### src/rtl/core/assert_macros.svh
// ----------------------------------------------------------------------------
// Assertion macros
// Clocked assertion shorthands used by the RTL file that checks itself.
// ----------------------------------------------------------------------------
`ifndef ASSERT_MACROS_SVH
`define ASSERT_MACROS_SVH

// property holds at every edge out of reset
`define QF_ASSERT(lbl, prop, msg) \
  lbl: assert property (@(posedge clk) disable iff (!rst_n) (prop)) else $error(msg);

// consequent holds in the cycle after the antecedent
`define QF_ASSERT_NEXT(lbl, ante, cons, msg) \
  lbl: assert property (@(posedge clk) disable iff (!rst_n) (ante) |=> (cons)) else $error(msg);

`endif

### src/rtl/core/qf_pkg.sv
// ----------------------------------------------------------------------------
// qf_pkg
// Shared types and fixed constants of the quaternion fractal iteration core.
// ----------------------------------------------------------------------------
`default_nettype none

package qf_pkg;

  localparam int DERIV_W    = 32;
  localparam int NORM_W     = 30;
  localparam int SQ_W       = 2 * NORM_W;
  localparam int SQ_SUM_W   = SQ_W + 2;
  localparam int ROOT_W     = SQ_SUM_W / 2;
  localparam int ROOT_STEPS = ROOT_W;
  localparam int RATIO_FRAC = 20;
  localparam int NUM_SH     = RATIO_FRAC - 1;
  localparam int QUOT_W     = 26;  // ratio stays below 64, so 26 bits hold it
  localparam int SCALE_SH   = 12;
  localparam int ROT_SH     = 14;
  localparam int BLEND_SH   = 12;
  localparam int OFF_FRAC   = 10;
  localparam int CFG_IDX_W  = 3;
  localparam int CFG_DATA_W = 64;

  typedef enum logic [CFG_IDX_W-1:0] {
    CFG_SCALE,
    CFG_OFFSET,
    CFG_ROW_ONE,
    CFG_ROW_TWO,
    CFG_ROW_THREE,
    CFG_BLEND,
    CFG_ROTATE
  } qf_cfg_idx_t;

  typedef struct packed {
    logic [63:0]      scale;
    logic [63:0]      offset;
    logic [2:0][47:0] row;
    logic [15:0]      blend;
    logic             rotate;
  } qf_cfg_t;

  localparam logic [63:0] SCALE_RST  = 64'h1000_1000_1000_1000;
  localparam logic [47:0] ROW0_RST   = 48'h0000_0000_4000;
  localparam logic [47:0] ROW1_RST   = 48'h0000_4000_0000;
  localparam logic [47:0] ROW2_RST   = 48'h4000_0000_0000;
  localparam logic [15:0] BLEND_RST  = 16'h1000;

endpackage

`default_nettype wire

### src/rtl/core/qf_div.sv
// ----------------------------------------------------------------------------
// qf_div
// Pipelined restoring divider for the length ratio, one quotient bit a stage.
// ----------------------------------------------------------------------------
`default_nettype none

module qf_div (
  input  logic                        clk,
  input  logic                        en,
  input  logic [qf_pkg::ROOT_W-1:0]   num,
  input  logic [qf_pkg::ROOT_W-1:0]   den,
  output logic [qf_pkg::QUOT_W-1:0]   quot
);

  localparam int RW = qf_pkg::ROOT_W;
  localparam int QW = qf_pkg::QUOT_W;
  localparam int NW = RW + qf_pkg::NUM_SH;

  logic [RW-1:0] r_r [1:QW];
  logic [QW-1:0] n_r [1:QW];
  logic [RW-1:0] d_r [1:QW];
  logic [QW-1:0] q_r [1:QW];
  logic [RW-1:0] r_s [0:QW-1];
  logic [QW-1:0] n_s [0:QW-1];
  logic [RW-1:0] d_s [0:QW-1];
  logic [QW-1:0] q_s [0:QW-1];
  logic [NW-1:0] nfull;

  assign nfull  = {num, {qf_pkg::NUM_SH{1'b0}}};
  assign r_s[0] = RW'(nfull >> QW);
  assign n_s[0] = nfull[QW-1:0];
  assign d_s[0] = den;
  assign q_s[0] = '0;

  for (genvar k = 0; k < QW; k++) begin : g_step
    logic [RW:0]   trial;
    logic          ge;
    logic [RW-1:0] r_nxt;

    if (k > 0) begin : g_link
      assign r_s[k] = r_r[k];
      assign n_s[k] = n_r[k];
      assign d_s[k] = d_r[k];
      assign q_s[k] = q_r[k];
    end

    always_comb begin
      trial = {r_s[k], n_s[k][QW-1]};
      ge    = (trial >= {1'b0, d_s[k]});
      r_nxt = ge ? RW'(trial - {1'b0, d_s[k]}) : trial[RW-1:0];
    end

    always_ff @(posedge clk) begin
      if (en) begin
        r_r[k+1] <= r_nxt;
        n_r[k+1] <= n_s[k] << 1;
        d_r[k+1] <= d_s[k];
        q_r[k+1] <= {q_s[k][QW-2:0], ge};
      end
    end
  end

  assign quot = q_r[QW];

endmodule

`default_nettype wire

### config.mk
export PLATFORM = sky130hd
export DESIGN_NAME = qf_div
export DESIGN_NICKNAME = d
export VERILOG_FILES = /design/src/rtl/core/assert_macros.svh /design/src/rtl/core/qf_pkg.sv /design/src/rtl/core/qf_div.sv
export SDC_FILE = /design/constraint.sdc
export NUM_CORES = 2
export LEC_CHECK = 0
export ABC_CLOCK_PERIOD_IN_PS = 4900
export BUFFER_PORTS_ARGS = -buffer_cell sky130_fd_sc_hd__buf_2
export CAP_MARGIN = 20
export CORE_MARGIN = 2
export CORE_UTILIZATION = 64
export DETAILED_ROUTE_END_ITERATION = 12
export GPL_TIMING_DRIVEN = 0
export PLACE_DENSITY = 0.9
export SYNTH_ARGS = -nofsm -noshare
export SYNTH_HDL_FRONTEND = slang
export SYNTH_SLANG_ARGS = --single-unit
### constraint.sdc
create_clock -name clk -period 4.9 [get_ports clk]
set_clock_uncertainty 0.15 [all_clocks]
set_input_delay 0.49 -clock clk [delete_from_list [all_inputs] [get_ports clk]]
set_output_delay 0.49 -clock clk [all_outputs]
set_load 0.005 [all_outputs]
== Word level (Yosys, flattened, before mapping) ==
Memory sizes are Yosys's and may differ from the RTL's.
Cells that the tools add are included.
Word-level totals
  flip-flop bits (word level): 0
  latch bits: 0
  bits in writable memories: 2938
  ROM bits: 0
  output and inout port bits: 26
  word-level logic and storage cells: 84
  memories: 4
Cells by class
  add/subtract/negate cells: 26
  multipliers: 0
  div/mod/pow operators: 0
  order comparisons: 26
  equal/unequal tests: 0
  shift operators: 0
  muxes and demuxes: 28
  bitwise logic cells: 0
  reductions and logical operators: 0
Memory list
  d_r: words 26, width 31, read ports 25, clocked after memory_dff 0, write ports 26, line qf_div.sv:21  | logic [RW-1:0] d_r [1:QW];
  r_r: words 26, width 31, read ports 25, clocked after memory_dff 0, write ports 26, line qf_div.sv:19  | logic [RW-1:0] r_r [1:QW];
  q_r: words 26, width 26, read ports 26, clocked after memory_dff 0, write ports 26, line qf_div.sv:22  | logic [QW-1:0] q_r [1:QW];
  n_r: words 26, width 25, read ports 25, clocked after memory_dff 0, write ports 26, line qf_div.sv:20  | logic [QW-1:0] n_r [1:QW];
Operators with widths (count)
  $mux W31: 26
  $ge A32 B31 Y1: 25
  $sub A31 B31 Y31: 25
  $ge A25 B31 Y1: 1
  $sub A25 B31 Y31: 1
  $mux W1: 2

== Logic depth before layout (Yosys ltp) ==
An unclocked memory read counts as a cell.
  depth after elaboration: 3
  gate-level depth with buffers: 16
  mapped depth without buffers: 15

== Worst setup path before layout ==
Ideal clock, no wire load.
  path type: register to register
  from: register, netlist name r_r[0][279]
  to: register, netlist name r_r[0][312]
  data arrival time: 3.225 ns
  required time: 4.490 ns
  path slack: 1.265 ns
  cell stages (with the launch flop): 14
  path buffers: 1
  clock period less this slack: 3.635 ns
  path through: edfxtp_1 > fa_1 > a21o_1 > a21oi_1 > o21ai_1 > a31oi_1 > o21ai_1 > or4_1 > nand2_1 > o31ai_1 > a21oi_1 > o41a_2 > buf_4 > mux2_2

==> results.yml <==
outcome:
  status: "finished clean"
drt:
  drt_wl_total_um: 267000
  drc: 0
  wire_per_inst_um: 22.1
  dr_total_vias: 74900
  drtIter0Drc: 7961
  firstDrtPassIters: 6
  drtAntennaViolNets: 0
  vias_per_cell: 6.21
die:
  die_w_um: 413
  die_h_um: 413
  dieArea_um2: 170000
  io_pins: 90
  rows: 149
  core-area_um2: 165000
  start_util: 0.647
sta:
  rsz0062_at_grt: "false"
  clock.fmax_ghz: 0.207
  drv_slew: 0
  setup_violations: 0
  fin_crit_ns: 4.83
  tightest_slew_ns: 1.11
  setup_slack_ns: 0.0689
  hold_viol_final: 0
  timing.slew.headroom: 0.259
  min_period_over_period: 0.986
cts:
  htree_levels: 4
  cts_root_buf: "clkbuf_16"
  path_clk_slew_ns: 0.06
  cts_tree: "built"
  clk_latency_ns: 0.83
  cts_sinks: 1922
  cts_buffers: 195
  clockBufferDepth: 3
global_route:
  grt_remaining_overflow: 0
  antenna_found_initial: 1
  grt_pass1_wl_um: 414000
  grt_pass1_vias: 74500
  track_usage: 0.313
  grt_max_degree: 189
logic_synthesis:
  yosysTopAreaCellShare: 0.540
  syn_area_per_cell_um2: 11.4
  netlist_instances: 9341
  ys_ff_latch: 1922
  synth-seq-area-share: 0.540
  syn-num-nets: 10200
  synth_cell_type_count: 89
  netlist_top_cells_count: "1,922 x edfxtp_1, 973 x inv_1, 803 x a21oi_1"
  synth_edf_count: 1922
  synth_warnings: 0
  yosysTopAreaCell: "edfxtp_1"
  netlist_area_um2: 107000
  synth-async-reset-ratio: 0
  synth_flop_cell: "edfxtp_1"
  synthTopCellsByArea: "edfxtp_1 54%, ha_1 9.4%, a21oi_1 3.8%"
  yosysMostFrequentCell: "edfxtp_1"
critical_path:
  crit_type: "reg -> reg"
  worst_ep_required_time_ns: 5.24
  reg2reg_from: "d_r[9][32]$_DFFE_PP_"
  critPathCaptureType: "register"
  critPathMaxFanout: 10
  critical_path_arrival_ns: 5.17
  crit_path_start_kind: "register"
  crit_start: "d_r[9][32]$_DFFE_PP_"
worst_hold_path:
  hp-start: "en"
  worstHoldPathType: "in -> reg"
layout:
  finalNetCount: 10600
  synthToLayoutAreaGrowth_pct: 10.1
  fin_cells: 12100
  drive_above_1_share: 0.0883
  fillerInstances: 11200
place:
  preCtsSetupSlack_ns: -0.631
  placedCellCount: 11600
  place_congestion: 0.957
  hpwl_um: 194000
  portBuffers: 89
power:
  powerDensity_nw_per_um2: 681
  fin_total_pwr_mw: 80.1
  ir_drop_mv: 0.407
  p_leak_nw: 48.7
flow_run:
  drv_cap: 0
[per-stage QoR]
step           hold WS [ns]  area, um2  TNS (ns)  utilization
3_5_place_dp          0.255     110000   -109.61        0.668
6_report             0.0797     118000         0        0.712
5_1_grt              0.0884     118000         0        0.712
2_1_floorplan         0.250     107000         0            -
3_3_place_gp          0.250     110000         -        0.666
4_1_cts              0.0671     118000         0        0.711
[cell type report]
| cell class | count | area [um2] | share of cell area |
|---|---|---|---|
| clock buffers | 218 | 5030 | 0.0427 |
| diodes | 4 | 10.0 | 0.0000850 |
| multi-input cells | 6237 | 44700 | 0.380 |
| plain buffers | 206 | 892 | 0.00758 |
| clock inverters | 144 | 1540 | 0.0130 |
| inverters | 975 | 3660 | 0.0311 |
| repair buffers | 166 | 1430 | 0.0122 |
| flip-flops and latches | 1922 | 57700 | 0.490 |
| well taps | 2189 | 2740 | 0.0233 |
[placed cells by master (no fill, tap or decap), types with 120 or more instances in the layout]
master,instances
edfxtp_1,1922
inv_1,973
a21oi_1,802
ha_1,799
nand2_1,619
o21ai_0,567
nor2_1,511
a21o_1,419
xnor2_1,396
mux2_2,315
xor2_1,262
clkbuf_16,198
clkbuf_1,155
buf_2,135
nand3_1,134
nand4_1,120
[repair_timing]
action                                  CTS  global route
hold endpoints to repair                150             0
endpoints found under the setup margin   43           136
hold buffers                             63             0
setup buffers                             2             0
gates resized for setup                   2            23
pin swaps                                 1             1
[cell families after synthesis]
kind of cell	synth area share
muxes	0.0347
DFF	0.540
buffers and inverters	0.0425
adders and majority gates	0.0982
xor gates and xnor gates	0.0539
and+or+nand+nor	0.0865
AOI/OAI and AO/OA	0.144
[per-layer routing]
layer / GRT usage / up-vias / wire length, um
li1: - / 34900 / -
met1: 0.371 / 35800 / 101000
met2: 0.545 / 3275 / 133000
met3: 0.0469 / 872 / 16600
met4: 0.172 / 0 / 16100
met5: 0 / - / 0
[worst max-delay path, cell delays in order (launching register included)]
cell and delay [ns]:
edfxtp_1 0.53, inv_1 0.14, fa_1 0.45, a21o_1 0.22
a21oi_1 0.36, o21a_1 0.25, o211ai_1 0.13, o211ai_1 0.15
nand2b_1 0.08, a21o_1 0.24, or4_1 0.47, o211ai_1 0.12
buf_2 0.35, buf_2 0.34, nand2_1 0.10, o21ai_0 0.40
[registers in the layout (all words and copies together), names as in the netlist]
signal / flops
d_r: 775
q_r: 351
n_r: 21
r_r: 775
[report_power, final]
part / switching (mW) / total [mW] / internal (mW)
combinational: 21.8 / 37.5 / 15.6
sequential: 2.95 / 27.4 / 24.4
clock: 6.48 / 15.3 / 8.81
[worst paths after layout]
kind                                         endpoint  slack, ns  depth (start not counted)
worst max register to register  r_r[0][624]$_DFFE_PP_       0.07                         15
worst max-delay path            r_r[0][624]$_DFFE_PP_       0.07                         15
worst min-delay path            r_r[0][275]$_DFFE_PP_       0.08                          2
worst min register to register  q_r[26][22]$_DFFE_PP_       0.27                          0
No activity file was read; power rests on OpenSTA's default activity.
