<file path="src/rtl/core/assert_macros.svh">
// ----------------------------------------------------------------------------
// Assertion macros
// Clocked assertion shorthands used by the RTL file that checks itself.
// ----------------------------------------------------------------------------
`ifndef ASSERT_MACROS_SVH
`define ASSERT_MACROS_SVH

// property holds at every edge out of reset
`define QF_ASSERT(lbl, prop, msg) \
  lbl: assert property (@(posedge clk) disable iff (!rst_n) (prop)) else $error(msg);

// consequent holds in the cycle after the antecedent
`define QF_ASSERT_NEXT(lbl, ante, cons, msg) \
  lbl: assert property (@(posedge clk) disable iff (!rst_n) (ante) |=> (cons)) else $error(msg);

`endif

</file>
<file path="src/rtl/core/qf_pkg.sv">
// ----------------------------------------------------------------------------
// qf_pkg
// Shared types and fixed constants of the quaternion fractal iteration core.
// ----------------------------------------------------------------------------
`default_nettype none

package qf_pkg;

  localparam int DERIV_W    = 32;
  localparam int NORM_W     = 30;
  localparam int SQ_W       = 2 * NORM_W;
  localparam int SQ_SUM_W   = SQ_W + 2;
  localparam int ROOT_W     = SQ_SUM_W / 2;
  localparam int ROOT_STEPS = ROOT_W;
  localparam int RATIO_FRAC = 20;
  localparam int NUM_SH     = RATIO_FRAC - 1;
  localparam int QUOT_W     = 26;  // ratio stays below 64, so 26 bits hold it
  localparam int SCALE_SH   = 12;
  localparam int ROT_SH     = 14;
  localparam int BLEND_SH   = 12;
  localparam int OFF_FRAC   = 10;
  localparam int CFG_IDX_W  = 3;
  localparam int CFG_DATA_W = 64;

  typedef enum logic [CFG_IDX_W-1:0] {
    CFG_SCALE,
    CFG_OFFSET,
    CFG_ROW_ONE,
    CFG_ROW_TWO,
    CFG_ROW_THREE,
    CFG_BLEND,
    CFG_ROTATE
  } qf_cfg_idx_t;

  typedef struct packed {
    logic [63:0]      scale;
    logic [63:0]      offset;
    logic [2:0][47:0] row;
    logic [15:0]      blend;
    logic             rotate;
  } qf_cfg_t;

  localparam logic [63:0] SCALE_RST  = 64'h1000_1000_1000_1000;
  localparam logic [47:0] ROW0_RST   = 48'h0000_0000_4000;
  localparam logic [47:0] ROW1_RST   = 48'h0000_4000_0000;
  localparam logic [47:0] ROW2_RST   = 48'h4000_0000_0000;
  localparam logic [15:0] BLEND_RST  = 16'h1000;

endpackage

`default_nettype wire

</file>
<file path="src/rtl/core/qf_isqrt.sv">
// ----------------------------------------------------------------------------
// qf_isqrt
// Pipelined integer square root, one result bit per stage.
// ----------------------------------------------------------------------------
`default_nettype none

module qf_isqrt (
  input  logic                          clk,
  input  logic                          en,
  input  logic [qf_pkg::SQ_SUM_W-1:0]   rad_in,
  output logic [qf_pkg::ROOT_W-1:0]     root
);

  localparam int N  = qf_pkg::ROOT_STEPS;
  localparam int VW = qf_pkg::SQ_SUM_W;

  logic [VW-1:0] rem_r [1:N];
  logic [VW-1:0] res_r [1:N];
  logic [VW-1:0] rem_s [0:N-1];
  logic [VW-1:0] res_s [0:N-1];

  assign rem_s[0] = rad_in;
  assign res_s[0] = '0;

  for (genvar k = 0; k < N; k++) begin : g_step
    logic [VW-1:0] bitv;
    logic [VW-1:0] trial;
    logic [VW-1:0] rem_nxt;
    logic [VW-1:0] res_nxt;

    if (k > 0) begin : g_link
      assign rem_s[k] = rem_r[k];
      assign res_s[k] = res_r[k];
    end

    always_comb begin
      bitv  = VW'(1) << (2 * (N - 1 - k));
      trial = res_s[k] + bitv;
      if (rem_s[k] >= trial) begin
        rem_nxt = rem_s[k] - trial;
        res_nxt = (res_s[k] >> 1) + bitv;
      end else begin
        rem_nxt = rem_s[k];
        res_nxt = res_s[k] >> 1;
      end
    end

    always_ff @(posedge clk) begin
      if (en) begin
        rem_r[k+1] <= rem_nxt;
        res_r[k+1] <= res_nxt;
      end
    end
  end

  assign root = res_r[N][qf_pkg::ROOT_W-1:0];

endmodule

`default_nettype wire

</file>
<file path="config.mk">
export PLATFORM = sky130hd
export DESIGN_NAME = qf_isqrt
export DESIGN_NICKNAME = d
export VERILOG_FILES = /design/src/rtl/core/assert_macros.svh /design/src/rtl/core/qf_pkg.sv /design/src/rtl/core/qf_isqrt.sv
export SDC_FILE = /design/constraint.sdc
export NUM_CORES = 2
export LEC_CHECK = 0
export BUFFER_PORTS_ARGS = -buffer_cell sky130_fd_sc_hd__buf_2
export CORE_ASPECT_RATIO = 1.1
export CORE_MARGIN = 4
export CORE_UTILIZATION = 42
export CTS_BUF_LIST = sky130_fd_sc_hd__clkbuf_4 sky130_fd_sc_hd__clkbuf_8 sky130_fd_sc_hd__clkbuf_16
export CTS_CLUSTER_SIZE = 28
export DETAILED_ROUTE_END_ITERATION = 7
export HOLD_SLACK_MARGIN = 0.06
export SYNTH_ARGS = -nofsm -noshare
export SYNTH_HDL_FRONTEND = slang
export SYNTH_SLANG_ARGS = --single-unit
</file>
<file path="constraint.sdc">
create_clock -name clk -period 8.55 [get_ports clk]
set_input_delay 0.4275 -clock clk [delete_from_list [all_inputs] [get_ports clk]]
set_output_delay 0.4275 -clock clk [all_outputs]
set_load 0.05 [all_outputs]
</file>
Word-level counts from Yosys, hierarchy flattened
Memory sizes are Yosys's and may differ from the RTL's.
Cells that the tools add are included.
{ "classes": {"order_cmp": 31, "n_addsub": 91, "muxes": 64} }
{ "ops": {"columns": ["op", "count"], "rows": [
  ["$mux 62", 61],
  ["$ge 62x62->1", 30],
  ["$sub 62x62->62", 30],
  ["$add 61x1->62 const B", 1],
  ["$add 61x11->62 const B", 1],
  ["$add 61x13->62 const B", 1],
  ["$add 61x15->62 const B", 1],
  ["$add 61x17->62 const B", 1],
  ["$add 61x19->62 const B", 1],
  ["$add 61x21->62 const B", 1],
  ["$add 61x23->62 const B", 1],
  ["$add 61x25->62 const B", 1],
  ["$add 61x27->62 const B", 1],
  ["$add 61x29->62 const B", 1],
  ["$add 61x3->62 const B", 1],
  ["$add 61x31->62 const B", 1],
  ["$add 61x33->62 const B", 1],
  ["$add 61x35->62 const B", 1],
  ["$add 61x37->62 const B", 1],
  ["$add 61x39->62 const B", 1],
  ["$add 61x41->62 const B", 1],
  ["$add 61x43->62 const B", 1],
  ["$add 61x45->62 const B", 1],
  ["$add 61x47->62 const B", 1],
  ["other kinds (43)", 44]
]} }
{ "totals": {"wordCells": 188, "regBits": 0, "output_inout_bits": 31, "inputBits": 64, "mem_bits_rw": 3844, "n_memories": 2} }
{ "memory_table": {"columns": ["memory", "words", "width", "read_ports", "rd_ports_with_merged_regs", "wr", "line", "rtl"], "rows": [
  ["rem_r", 31, 62, 30, 0, 31, "qf_isqrt.sv:17", "logic [VW-1:0] rem_r [1:N];"],
  ["res_r", 31, 62, 31, 0, 31, "qf_isqrt.sv:18", "logic [VW-1:0] res_r [1:N];"]
]} }

Depth between registers and ports, before layout
An unclocked memory read counts as a cell.
{ "logic_depth": {"depth_word": 4, "mapped_depth": 14, "ltp_nobuf": 13} }

Worst setup path before layout
No wires, ideal clock.
{ "synth_timing": {"path_kind": "reg2reg", "start": "reg, netlist name rem_r[0][1340]", "end": "reg, netlist name rem_r[0][1421]", "stages_incl_launch_ff": 11, "t_arrival_ns": 3.288, "setup_ns": 0.258, "slack_ns": 5.005, "path_cell_list": "edfxtp_1 ha_1 clkbuf_1 nand4b_1 or3_1 o311ai_1 nor4_4 or3_2 o21bai_2 or4_1 xnor2_1"} }

==> impl_results.md <==
- # DRC: 0
- Worst skew pair latency: 0.92 ns
- WP data arrival: 5.81 ns
- Pre-antenna DRT Iters: 8
- Netlist Area Pre-Place: 0.112 mm²
- CTS Hold Bufs: 63
- Via count: 70213
- Maximum fanout along the worst path: 64
- DRT antenna net count: 0
- Pwr dens: 265 mW/mm²
- Count of pins over their slew limit: 0
- R2R setup slack: 3.31 ns
- Setup slack after layout: 3.31 ns
- First-iteration detailed-routing DRC count: 5389
- Post-CTS setup buffer count: 0
- Post-Place Worst Slack: 3.60 ns
- Io pins: 95
- GPL Wtd Cong: 0.962
- Worst slew margin: 0.0725
- Pin count of the biggest net entering global routing: 211
- Area Overhead vs Synth: 12.2%
- Worst Path Required: 9.13 ns
- Rows: 198
- Main flop type after synthesis: edfxtp_1
- Clock Sinks: 2356
- Post-synth cell types: 93
- Post-synth EDFFs: 2356
- CTS tree: yes
- Cells on worst reg2reg path: 12
- Vias in the first global route: 70697
- Max incr delay on CP: 1.18 ns
- Finish-stage setup viols: 0
- Measured slew at the worst slew-check pin: 1.38 ns
- Top cell type by total area after synthesis: edfxtp_1
- Critical path launch point type: flop
- Number of synthesis warnings: 0
- Reg-to-Reg End: rem_r[0][1793]
- Clock skew: 0.110 ns
- Max Cap Viol: 0
- RSZ-0062 raised after global routing: false
- Crit. End Element: flop
- Routed wire length: 263000 µm
- Hold slack: 0.0777 ns
- Leading cell types in the layout, fill and taps excluded: edfxtp_1, inv_1, nor2_1
- Crit path cell chain: ha_1 -> and2_1 -> nor4b_1 -> nand3_1 -> nor4_1 -> a2111oi_0 -> nand4b_1 -> a21oi_4 -> buf_4 -> a311oi_1 -> nand4_1 -> xnor2_1
- Final hold violation count: 0
- CTS Buffer Depth: 4
- Min-Delay Endpoint: rem_r[0][1051]
- Net Count, Synth: 9457
- Cell count after synthesis: 8868
- Final min period: 5.24 ns
- Initial Util: 0.423
- Post-place instance area: 0.117 mm²
- DP HPWL: 197000 µm
- # H-tree levels: 4
- # port buffers: 94
- Hold path depth: 1
- Most common cell after layout, fill and taps aside: edfxtp_1
- Wire per inst: 20.5 µm
- Via-to-Cell Ratio: 5.46
- Asr flop ratio synth: 0
- PostCTS Resize Cnt: 0
- Root buf cell: clkbuf_16
- Status: finished, final reports clean
- Avg Inst Size Synth: 12.6 µm²
- Setup_tns: 0 ns
- Crit. path cell count: 12
- Worst r2r src: rem_r[0][1697]
- CP top delay family: simple AND/OR/NAND/NOR gates
- Fmax achieved: 0.191 GHz
- Layout Nets: 9749
- CTS Buf Count: 248
- CTS clk-pin slew, worst paths: 0.06 ns
- Global-route wire length before repair: 404000 µm
- Initial antenna violation count: 2
- Share of cells above drive strength 1: 0.0735
- WS Path Type: reg -> reg
- Worst path bufs/invs: 1
- Die Y: 550 µm
- Synth top area cells: edfxtp_1, ha_1, xor2_1
- Worst Hold Class: in -> reg
- Core area: 0.265 mm²
- DIE WIDTH: 501 µm
- Max stage delay cell, worst path: nor4_1
- VDD IR max: 0.194 mV
- Min-Delay Startpoint: en
- Share of the synthesized area in the top cell type: 0.631
- Synthesis-stage register bit count: 2356
- Period utilisation layout: 0.612
- Lkg Pwr: 46.7 nW
- Total GRT Usage: 0.187
- Final instance area: 0.126 mm²
- Die ar.: 0.275 mm²
- Gr ovfl total: 0
- Seq/Total Area, Yosys: 0.631
==> layout make-up <==
| type | instances | area [µm²] |
|---|---|---|
| inverters | 652 | 2450 |
| repair buffers | 211 | 1650 |
| fillers | 23233 | 139000 |
| multi-input cells | 5691 | 38400 |
| clock buffers | 282 | 6480 |
| well taps | 3500 | 4380 |
| diodes | 5 | 12.5 |
| flip-flops and latches | 2356 | 70700 |
| clock inverters | 164 | 1690 |
==> synth_stat cells (57+ instances only) <==
cell type and number:
edfxtp_1 2356, inv_1 648, nor2_1 592, nand2_1 563, a21oi_1 549, ha_1 525
xor2_1 420, o21ai_0 412, xnor2_1 396, nor4_1 302, nor3_1 260, a21o_1 190
nand4_1 139, clkbuf_1 131, nand3_1 127, nand2b_1 117, or3_1 105, o21a_1 96
or4_1 74, mux2_2 64, nor2b_1 64, o21bai_1 57
==> flip-flops by register name, summed over array words and instances (netlist names) <==
name	count
res_r	496
rem_r	1860
==> worst reg2reg max path, cell delays in order, from the launching register on <==
cell,delay (ns)
edfxtp_1,0.41
ha_1,0.42
and2_1,0.25
nor4b_1,0.65
nand3_1,0.15
nor4_1,1.18
a2111oi_0,0.30
nand4b_1,0.25
a21oi_4,0.04
buf_4,0.30
a311oi_1,0.44
nand4_1,0.30
xnor2_1,0.22
==> logic make-up (layout without fill, tap and decap cells) <==
kind of cell | count (synthesis) | count (layout) | share of synthesized area
AO/OA/AOI/OAI | 1667 | 1667 | 0.0917
XOR/XNOR | 816 | 816 | 0.0637
adder cells (fa/ha/maj) | 525 | 525 | 0.0586
buffers and inverters | 821 | 1309 | 0.0278
flip-flops | 2356 | 2356 | 0.631
multiplexers | 82 | 82 | 0.00810
other | 0 | 5 | 0
AND/OR/NAND/NOR | 2601 | 2601 | 0.119
==> report_power, final <==
| part | internal, mW | leakage (nW) | switching [mW] |
|---|---|---|---|
| Sequential | 14.7 | 22.7 | 1.16 |
| Clock | 6.29 | 3.96 | 4.45 |
| Combinational | 2.80 | 20.1 | 4.00 |
==> layer usage <==
layer / vias up / GRT usage / wire (µm)
li1: 33787 / - / -
met1: 34124 / 0.208 / 100000
met2: 1714 / 0.352 / 138000
met3: 588 / 0.0218 / 10400
met4: 0 / 0.0919 / 14500
met5: - / 0 / 0
==> through the flow <==
stage	instances	total power, mW	utilization
detailed placement	12347	22.8	0.441
CTS	12856	33.6	0.475
finish	12861	33.4	0.475
global placement	12345	22.6	0.441
global route	12858	35.1	0.475
floorplan	8868	20.5	-
==> worst max-delay path by stage <==
| stage | startpoint | endpoint | slack [ns] |
|---|---|---|---|
| floorplan | rem_r[0][1340] | rem_r[0][1421] | 5.00 |
| global placement | rem_r[0][1697] | rem_r[0][1783] | 3.67 |
| detailed placement | rem_r[0][1697] | rem_r[0][1783] | 3.60 |
| CTS | rem_r[0][1697] | rem_r[0][1783] | 3.51 |
| global route | rem_r[0][1697] | rem_r[0][1783] | 3.14 |
| finish | rem_r[0][1697] | rem_r[0][1793] | 3.31 |
No activity file was read; power rests on OpenSTA's default activity.
